--- config.mk ---
export PLATFORM = sky130hd
export DESIGN_NAME = lowest_free_slot_allocator
export DESIGN_NICKNAME = d
export VERILOG_FILES = /design/src/design/lfsa_pkg.sv /design/src/design/lfsa_ctrl.sv /design/src/design/lfsa_datapath.sv /design/src/design/lowest_free_slot_allocator.sv
export SDC_FILE = /design/constraint.sdc
export NUM_CORES = 2
export LEC_CHECK = 0
export CAP_MARGIN = 20
export CORE_ASPECT_RATIO = 1.25
export CORE_MARGIN = 2
export CORE_UTILIZATION = 50
export DETAILED_ROUTE_END_ITERATION = 7
export DONT_BUFFER_PORTS = 1
export MAX_ROUTING_LAYER = met4
export PLACE_DENSITY = 0.71
export SKIP_CTS_REPAIR_TIMING = 1
export SYNTH_ARGS = -nofsm -noshare
export SYNTH_HDL_FRONTEND = slang
export SYNTH_HIERARCHICAL = 1
export SYNTH_SLANG_ARGS = --single-unit
export TNS_END_PERCENT = 100
--- constraint.sdc ---
create_clock -name i_clk -period 6.9 [get_ports i_clk]
set_clock_uncertainty 0.15 [all_clocks]
set_input_delay 1.38 -clock i_clk [delete_from_list [all_inputs] [get_ports i_clk]]
set_output_delay 1.38 -clock i_clk [all_outputs]
set_load 0.01 [all_outputs]
--- src/design/lfsa_pkg.sv ---
// Shared constants, types and handshake structs for the lowest free slot allocator.
// Used by the controller, the datapath and the top level; depends on nothing.
`default_nettype none

package lfsa_pkg;

    localparam int SLOTS  = 64;
    localparam int IDX_W  = (SLOTS > 1) ? $clog2(SLOTS) : 1;
    localparam int CNT_W  = $clog2(SLOTS + 1);
    localparam int ID_W   = 20;
    localparam int TIME_W = 32;
    localparam int SLOT_W = 6;

    localparam int IN_TDATA_W  = ((ID_W + 2 * TIME_W + 7) / 8) * 8;
    localparam int OUT_TDATA_W = ((SLOT_W + 7) / 8) * 8;
    localparam int OUT_TUSER_W = 2;

    typedef enum logic [2:0] {
        S_IDLE = 3'b001,
        S_SCAN = 3'b010,
        S_DONE = 3'b100
    } t_state;

    // Commands from the controller to the datapath.
    typedef struct packed {
        logic start;      // capture the request beat and reset the scan
        logic scan_step;  // read one entry and check the one read before
        logic commit;     // grant, write the release time, load the result
    } t_cmd;

    // Status from the datapath to the controller.
    typedef struct packed {
        logic scan_last;  // the last entry is checked in this cycle
        logic out_free;   // the result register can take a new result
    } t_sts;

endpackage

`default_nettype wire

--- src/design/lfsa_ctrl.sv ---
// Controller state machine of the allocator: sequences capture, scan and commit.
// Depends on lfsa_pkg for the state type and the command and status structs.
`default_nettype none

module lfsa_ctrl import lfsa_pkg::*; (
    input  wire  i_clk,
    input  wire  i_rst_n,
    input  wire  i_s_axis_tvalid,
    output logic o_s_axis_tready,
    input  t_sts i_sts,
    output t_cmd o_cmd
);

    t_state r_state;
    t_state n_state;

    assign o_s_axis_tready = (r_state == S_IDLE);

    always_comb begin
        n_state         = r_state;
        o_cmd.start     = 1'b0;
        o_cmd.scan_step = 1'b0;
        o_cmd.commit    = 1'b0;
        case (r_state)
            S_IDLE: begin
                if (i_s_axis_tvalid) begin
                    o_cmd.start = 1'b1;
                    n_state     = S_SCAN;
                end
            end
            S_SCAN: begin
                o_cmd.scan_step = 1'b1;
                if (i_sts.scan_last) begin
                    n_state = S_DONE;
                end
            end
            S_DONE: begin
                // Hold the finished grant until the result register is free.
                if (i_sts.out_free) begin
                    o_cmd.commit = 1'b1;
                    n_state      = S_IDLE;
                end
            end
            default: begin
                n_state = S_IDLE;
            end
        endcase
    end

    always_ff @(posedge i_clk) begin
        if (!i_rst_n) begin
            r_state <= S_IDLE;
        end else begin
            r_state <= n_state;
        end
    end

    a_scan_holds: assert property (@(posedge i_clk) disable iff (!i_rst_n)
        (r_state == S_SCAN && !i_sts.scan_last) |=> (r_state == S_SCAN))
        else $error("scan left before the last entry was checked");

    a_commit_free: assert property (@(posedge i_clk) disable iff (!i_rst_n)
        o_cmd.commit |-> i_sts.out_free)
        else $error("commit while the result register is occupied");

    a_start_scan: assert property (@(posedge i_clk) disable iff (!i_rst_n)
        o_cmd.start |=> (r_state == S_SCAN))
        else $error("accepted request did not enter the scan");

endmodule

`default_nettype wire

--- src/design/lfsa_datapath.sv ---
// Datapath of the allocator: release-time memory, busy bits, scan counter,
// lowest-free search, target register and result register. Depends on lfsa_pkg.
`default_nettype none

module lfsa_datapath import lfsa_pkg::*; (
    input  wire                      i_clk,
    input  wire                      i_rst_n,
    input  t_cmd                     i_cmd,
    output t_sts                     o_sts,
    input  wire  [IN_TDATA_W-1:0]    i_s_axis_tdata,
    input  wire                      i_cfg_wr_en,
    input  wire  [ID_W-1:0]          i_cfg_wr_data,
    output logic                     o_m_axis_tvalid,
    input  wire                      i_m_axis_tready,
    output logic [OUT_TDATA_W-1:0]   o_m_axis_tdata,
    output logic [OUT_TUSER_W-1:0]   o_m_axis_tuser
);

    logic [TIME_W-1:0] r_mem [SLOTS];
    logic [TIME_W-1:0] r_rd_data;

    logic [SLOTS-1:0]  r_busy;
    logic [CNT_W-1:0]  r_cnt;
    logic              r_found;
    logic [IDX_W-1:0]  r_grant;
    logic [ID_W-1:0]   r_target;

    logic [ID_W-1:0]   r_id;
    logic [TIME_W-1:0] r_arrival;
    logic [TIME_W-1:0] r_release;

    logic              r_out_valid;
    logic [SLOT_W-1:0] r_out_slot;
    logic              r_out_hit;
    logic              r_out_full;

    logic [CNT_W-1:0]  cnt_m1;
    logic [IDX_W-1:0]  eval_idx;
    logic              eval;
    logic              expired;
    logic              slot_free;

    // The entry read last cycle is checked now, one behind the read address.
    assign cnt_m1    = r_cnt - CNT_W'(1);
    assign eval_idx  = cnt_m1[IDX_W-1:0];
    assign eval      = i_cmd.scan_step && (r_cnt != '0);
    assign expired   = r_busy[eval_idx] && (r_rd_data <= r_arrival);
    assign slot_free = !r_busy[eval_idx] || expired;

    assign o_sts.scan_last = (r_cnt == CNT_W'(SLOTS));
    assign o_sts.out_free  = !r_out_valid || i_m_axis_tready;

    assign o_m_axis_tvalid = r_out_valid;
    assign o_m_axis_tdata  = OUT_TDATA_W'(r_out_slot);
    assign o_m_axis_tuser  = {r_out_full, r_out_hit};

    always_ff @(posedge i_clk) begin
        if (i_cmd.scan_step && (r_cnt < CNT_W'(SLOTS))) begin
            r_rd_data <= r_mem[r_cnt[IDX_W-1:0]];
        end
        if (i_cmd.commit && r_found) begin
            r_mem[r_grant] <= r_release;
        end
    end

    always_ff @(posedge i_clk) begin
        if (!i_rst_n) begin
            r_busy      <= '0;
            r_cnt       <= '0;
            r_found     <= 1'b0;
            r_target    <= '0;
            r_out_valid <= 1'b0;
        end else begin
            if (i_cfg_wr_en) begin
                r_target <= i_cfg_wr_data;
            end
            if (i_cmd.start) begin
                r_cnt   <= '0;
                r_found <= 1'b0;
            end
            if (i_cmd.scan_step && !o_sts.scan_last) begin
                r_cnt <= r_cnt + CNT_W'(1);
            end
            if (eval) begin
                if (expired) begin
                    r_busy[eval_idx] <= 1'b0;
                end
                if (!r_found && slot_free) begin
                    r_found <= 1'b1;
                end
            end
            if (i_cmd.commit) begin
                if (r_found) begin
                    r_busy[r_grant] <= 1'b1;
                end
                r_out_valid <= 1'b1;
            end else if (i_m_axis_tready) begin
                r_out_valid <= 1'b0;
            end
        end
    end

    always_ff @(posedge i_clk) begin
        if (i_cmd.start) begin
            r_id      <= i_s_axis_tdata[ID_W-1:0];
            r_arrival <= i_s_axis_tdata[ID_W+TIME_W-1:ID_W];
            r_release <= i_s_axis_tdata[ID_W+2*TIME_W-1:ID_W+TIME_W];
        end
        if (eval && !r_found && slot_free) begin
            r_grant <= eval_idx;
        end
        if (i_cmd.commit) begin
            r_out_slot <= r_found ? SLOT_W'(r_grant) : '0;
            r_out_hit  <= (r_id == r_target);
            r_out_full <= !r_found;
        end
    end

    a_grant_busy: assert property (@(posedge i_clk) disable iff (!i_rst_n)
        (i_cmd.commit && r_found) |=> r_busy[$past(r_grant)])
        else $error("granted slot not marked busy");

    a_full_means_all_busy: assert property (@(posedge i_clk) disable iff (!i_rst_n)
        (i_cmd.commit && !r_found) |-> (&r_busy))
        else $error("table reported full while a slot is free");

    a_full_slot_zero: assert property (@(posedge i_clk) disable iff (!i_rst_n)
        (r_out_valid && r_out_full) |-> (r_out_slot == '0))
        else $error("full result carries a nonzero slot");

endmodule

`default_nettype wire

--- src/design/lowest_free_slot_allocator.sv ---
// An accepted request beat is scanned over all slots and then committed to the result register.
// The scan reads one release-time memory entry per cycle over all slots and
// checks it in the following cycle; the grant is then committed once the result register is free.
// The input is ready only in the idle state, so a new request is taken only after the last one is committed.
// Reset (synchronous, active low) frees every slot, clears the target id
// and empties the result register; the release-time memory is not cleared.
// Top level of the lowest free slot allocator; joins lfsa_ctrl and lfsa_datapath.
// Depends on lfsa_pkg.
`default_nettype none

module lowest_free_slot_allocator import lfsa_pkg::*; (
    input  wire                     i_clk,
    input  wire                     i_rst_n,
    input  wire                     i_s_axis_tvalid,
    output logic                    o_s_axis_tready,
    // request_id [19:0], arrival_time [51:20], release_time [83:52], zero fill above
    input  wire  [IN_TDATA_W-1:0]   i_s_axis_tdata,
    output logic                    o_m_axis_tvalid,
    input  wire                     i_m_axis_tready,
    // slot_index [5:0], zero fill above
    output logic [OUT_TDATA_W-1:0]  o_m_axis_tdata,
    // target_hit [0], table_full [1]
    output logic [OUT_TUSER_W-1:0]  o_m_axis_tuser,
    input  wire                     i_cfg_wr_en,
    input  wire  [ID_W-1:0]         i_cfg_wr_data
);

    t_cmd cmd;
    t_sts sts;

    lfsa_ctrl u_ctrl (
        .i_clk           (i_clk),
        .i_rst_n         (i_rst_n),
        .i_s_axis_tvalid (i_s_axis_tvalid),
        .o_s_axis_tready (o_s_axis_tready),
        .i_sts           (sts),
        .o_cmd           (cmd)
    );

    lfsa_datapath u_datapath (
        .i_clk           (i_clk),
        .i_rst_n         (i_rst_n),
        .i_cmd           (cmd),
        .o_sts           (sts),
        .i_s_axis_tdata  (i_s_axis_tdata),
        .i_cfg_wr_en     (i_cfg_wr_en),
        .i_cfg_wr_data   (i_cfg_wr_data),
        .o_m_axis_tvalid (o_m_axis_tvalid),
        .i_m_axis_tready (i_m_axis_tready),
        .o_m_axis_tdata  (o_m_axis_tdata),
        .o_m_axis_tuser  (o_m_axis_tuser)
    );

endmodule

`default_nettype wire

==> impl_metrics.yaml <==
worst_setup_path:
  crit_cells: 12
  crit_start: "u_datapath/r_cnt[0]"
  r2r_slack_ns: 2.00
  cp_data_required_time_ns: 7.23
  path_class: "reg -> reg"
  end_kind: "flop"
  cp-start-kind: "flop"
  crit_path_frequent_cell: "buf_4"
  r2r_end: "u_datapath/r_grant[3]"
  crit_chain: "inv_2 -> ha_1 -> xnor2_1 -> buf_4 -> inv_1 -> buf_4 -> mux2i_1 -> a22oi_1 -> nand4_1 -> nand3b_1 -> a21o_1 -> a211oi_1"
  rr_worst_depth: 12
  cp.arrival_ns: 5.23
  crit_fanout: 26
  cp_slowest_cell: "a211oi_1"
  setup.worst_path.end: "u_datapath/r_grant[3]"
  crit_buf_inv: 4
  rr_startpoint: "u_datapath/r_cnt[0]"
  max_stage_delay_ns: 0.78
  crit_family: "buffers and inverters"
synth:
  ys_top_cells_by_count: "edfxtp_1, mux4_2, nor2_1, dfxtp_1, clkbuf_1"
  ys_seq_elements: 2274
  yosys_warnings: 6
  synth_area_leaders: "edfxtp_1, mux4_2, dfxtp_1"
  synthArstFlopShare_pct: 0
  yosysUniqueCellTypes: 62
  ys_seq_area_share_pct: 77.1
  netlist_instances: 3789
  syn_area_per_cell_um2: 23.1
  synth_area_um2: 87400
  synth_top_area_share_pct: 74.9
  synth-edff-count: 2178
  synth_top_area_cell: "edfxtp_1"
  ys.flop_type: "edfxtp_1"
  synth_most_common_cell: "edfxtp_1"
flow_run:
  cap_violations: 0
timing:
  min_period_over_period_pct: 71.0
  fmax_ghz: 0.204
  slew-limit-headroom_pct: 26.1
  worstMarginPinSlew_ns: 1.11
  tns_ns: 0
  holdWs_ns: 0.305
  finalSetupViolations: 0
  rsz0062_at_grt: "false"
  slew_viol_final: 0
  hold_violations: 0
  final.setup.worst_slack_ns: 2.00
  min_period_ns: 4.90
final_layout:
  fin_nets: 4098
  drive_above_1_share_pct: 29.6
  area_growth_pct: 11.9
  final_util_pct: 56.3
detailed_routing:
  viasPerCell: 6.36
  wl_per_cell_um: 33.6
  drt_first_pass_iters: 6
  drt-total-wl_mm: 217
  vias: 41100
  drt.antenna.violating_nets: 0
  route.detailed.drc: 0
  drt-initial-drc-count: 6096
clock_network:
  htree_num_levels: 4
  path_clk_slew_ns: 0.07
  clkLatencyLatePin_ns: 0.86
  ctsLongestPathBuffers: 3
  cts_tree: "yes"
  cts_buffers: 204
  cts_root_buffer: "clkbuf_16"
  clock-sinks: 2274
global_route:
  antenna_found_initial: 18
  groute.usage.overall_pct: 25.4
  grt_max_degree: 106
  grt-ovfl-total: 0
  grt_pass1_vias: 41000
  grt_pass1_wl_mm: 306
status:
  status: "completed"
die:
  ios: 125
  fp.dieW_um: 378
  core_area_um2: 174000
  die_h_um: 471
  die_area_um2: 178000
  start_util_pct: 50.3
  std_cell_rows: 171
power:
  total_power_w: 0.0271
  peakVddDrop_v: 0.000278
  cellPowerDensity_nw_per_um2: 278
  static-leakage-power_nw: 29.6
min_path:
  hold_path_class: "reg -> reg"
placement:
  pre_cts_ws_ns: 1.71
  hpwl_mm: 122
  globalplace.congestion: 0.902
  numPortBuffers: 0
==> area by class of cell <==
| class | instances | area (um^2) |
|---|---|---|
| repair buffers | 146 | 1260 |
| clock buffers | 253 | 5440 |
| flip-flops and latches | 2274 | 67300 |
| well taps | 2335 | 2920 |
| multi-input cells | 1258 | 19300 |
| fillers | 12400 | 76000 |
| diodes | 9 | 22.5 |
| clock inverters | 126 | 1230 |
| inverters | 66 | 262 |
==> flip-flops by register name, indices dropped and copies added (netlist names), 3 cells and up <==
register and cells:
u_datapath/r_cnt 7, u_datapath/r_mem 2048, u_datapath/r_arrival 32, u_datapath/r_id 20, u_datapath/r_grant 6, u_datapath/r_target 20
u_datapath/r_release 32, u_ctrl/r_state 3, u_datapath/r_rd_data 32, u_datapath/r_out_slot 6, u_datapath/r_busy 64
==> metrics by stage <==
| step | instances | instance area [um^2] |
|---|---|---|
| final | 6467 | 97800 |
| after global routing | 6466 | 97800 |
| after CTS | 6457 | 97700 |
| after detailed placement | 6078 | 91100 |
| after global placement | 6073 | 90900 |
| after floorplan | 3790 | 87400 |
==> cell usage in the layout (no fill, tap or decap), drive strengths merged, types with 7 or more instances in the layout <==
cell      count
edfxtp     2178
ha           35
and2         12
mux2i        25
clkinv      102
nor3         11
nand3        15
mux4        685
nor2        100
o21a          8
nor2b        28
or3           8
diode         9
nand4         9
inv          60
nor4         17
bufinv       19
a21o          7
xnor2        10
a31oi        24
a21oi        36
nand2        74
dfxtp        96
clkinvlp     11
o21ai        65
buf         146
xor2         14
clkbuf      253
==> worst min-delay path by stage <==
stage | startpoint | end | depth (start not counted)
5_1_grt | u_datapath/r_busy[2] | u_datapath/r_busy[2] | 2
3_5_place_dp | u_datapath/r_busy[2] | u_datapath/r_busy[2] | 2
2_1_floorplan | u_datapath/r_busy[2] | u_datapath/r_busy[2] | 2
6_report | u_datapath/r_busy[2] | u_datapath/r_busy[2] | 2
3_3_place_gp | u_datapath/r_busy[2] | u_datapath/r_busy[2] | 2
4_1_cts | u_datapath/r_busy[2] | u_datapath/r_busy[2] | 2
==> where the power goes <==
part	internal, W	switching (W)
registers	0.0152	0.0000240
clock network	0.00632	0.00500
logic	0.000178	0.000397
total	0.0217	0.00542
==> metal layers <==
metal  GRT usage (%)  part of all wire (%)  vias up
met2            40.1                    50     2324
met1            33.4                    37    22000
li1                -                     -    16400
met5               -                     0        -
met3            4.82                   9.3      406
met4            8.92                   3.6        0
==> logic make-up (layout without fill, tap and decap cells) <==
group                      after synthesis  after routing  synth area share, %
and+or+nand+nor                        303            303                 1.68
muxes                                  714            714                 18.0
AOI/OAI and AO/OA                      180            180                 1.28
xor gates and xnor gates                24             24                0.249
buffers and inverters                  258            591                 1.23
other                                    1             11              0.00429
adders and majority gates               35             35                0.501
DFF                                   2274           2274                 77.1
==> worst reg2reg max path, stage by stage, from the launching register on <==
cell,delay (ns)
dfxtp_4,0.70
inv_2,0.27
ha_1,0.30
xnor2_1,0.13
buf_4,0.19
inv_1,0.59
buf_4,0.29
mux2i_1,0.23
a22oi_1,0.09
nand4_1,0.35
nand3b_1,0.20
a21o_1,0.25
a211oi_1,0.78
(Power assumes the default switching activity.)
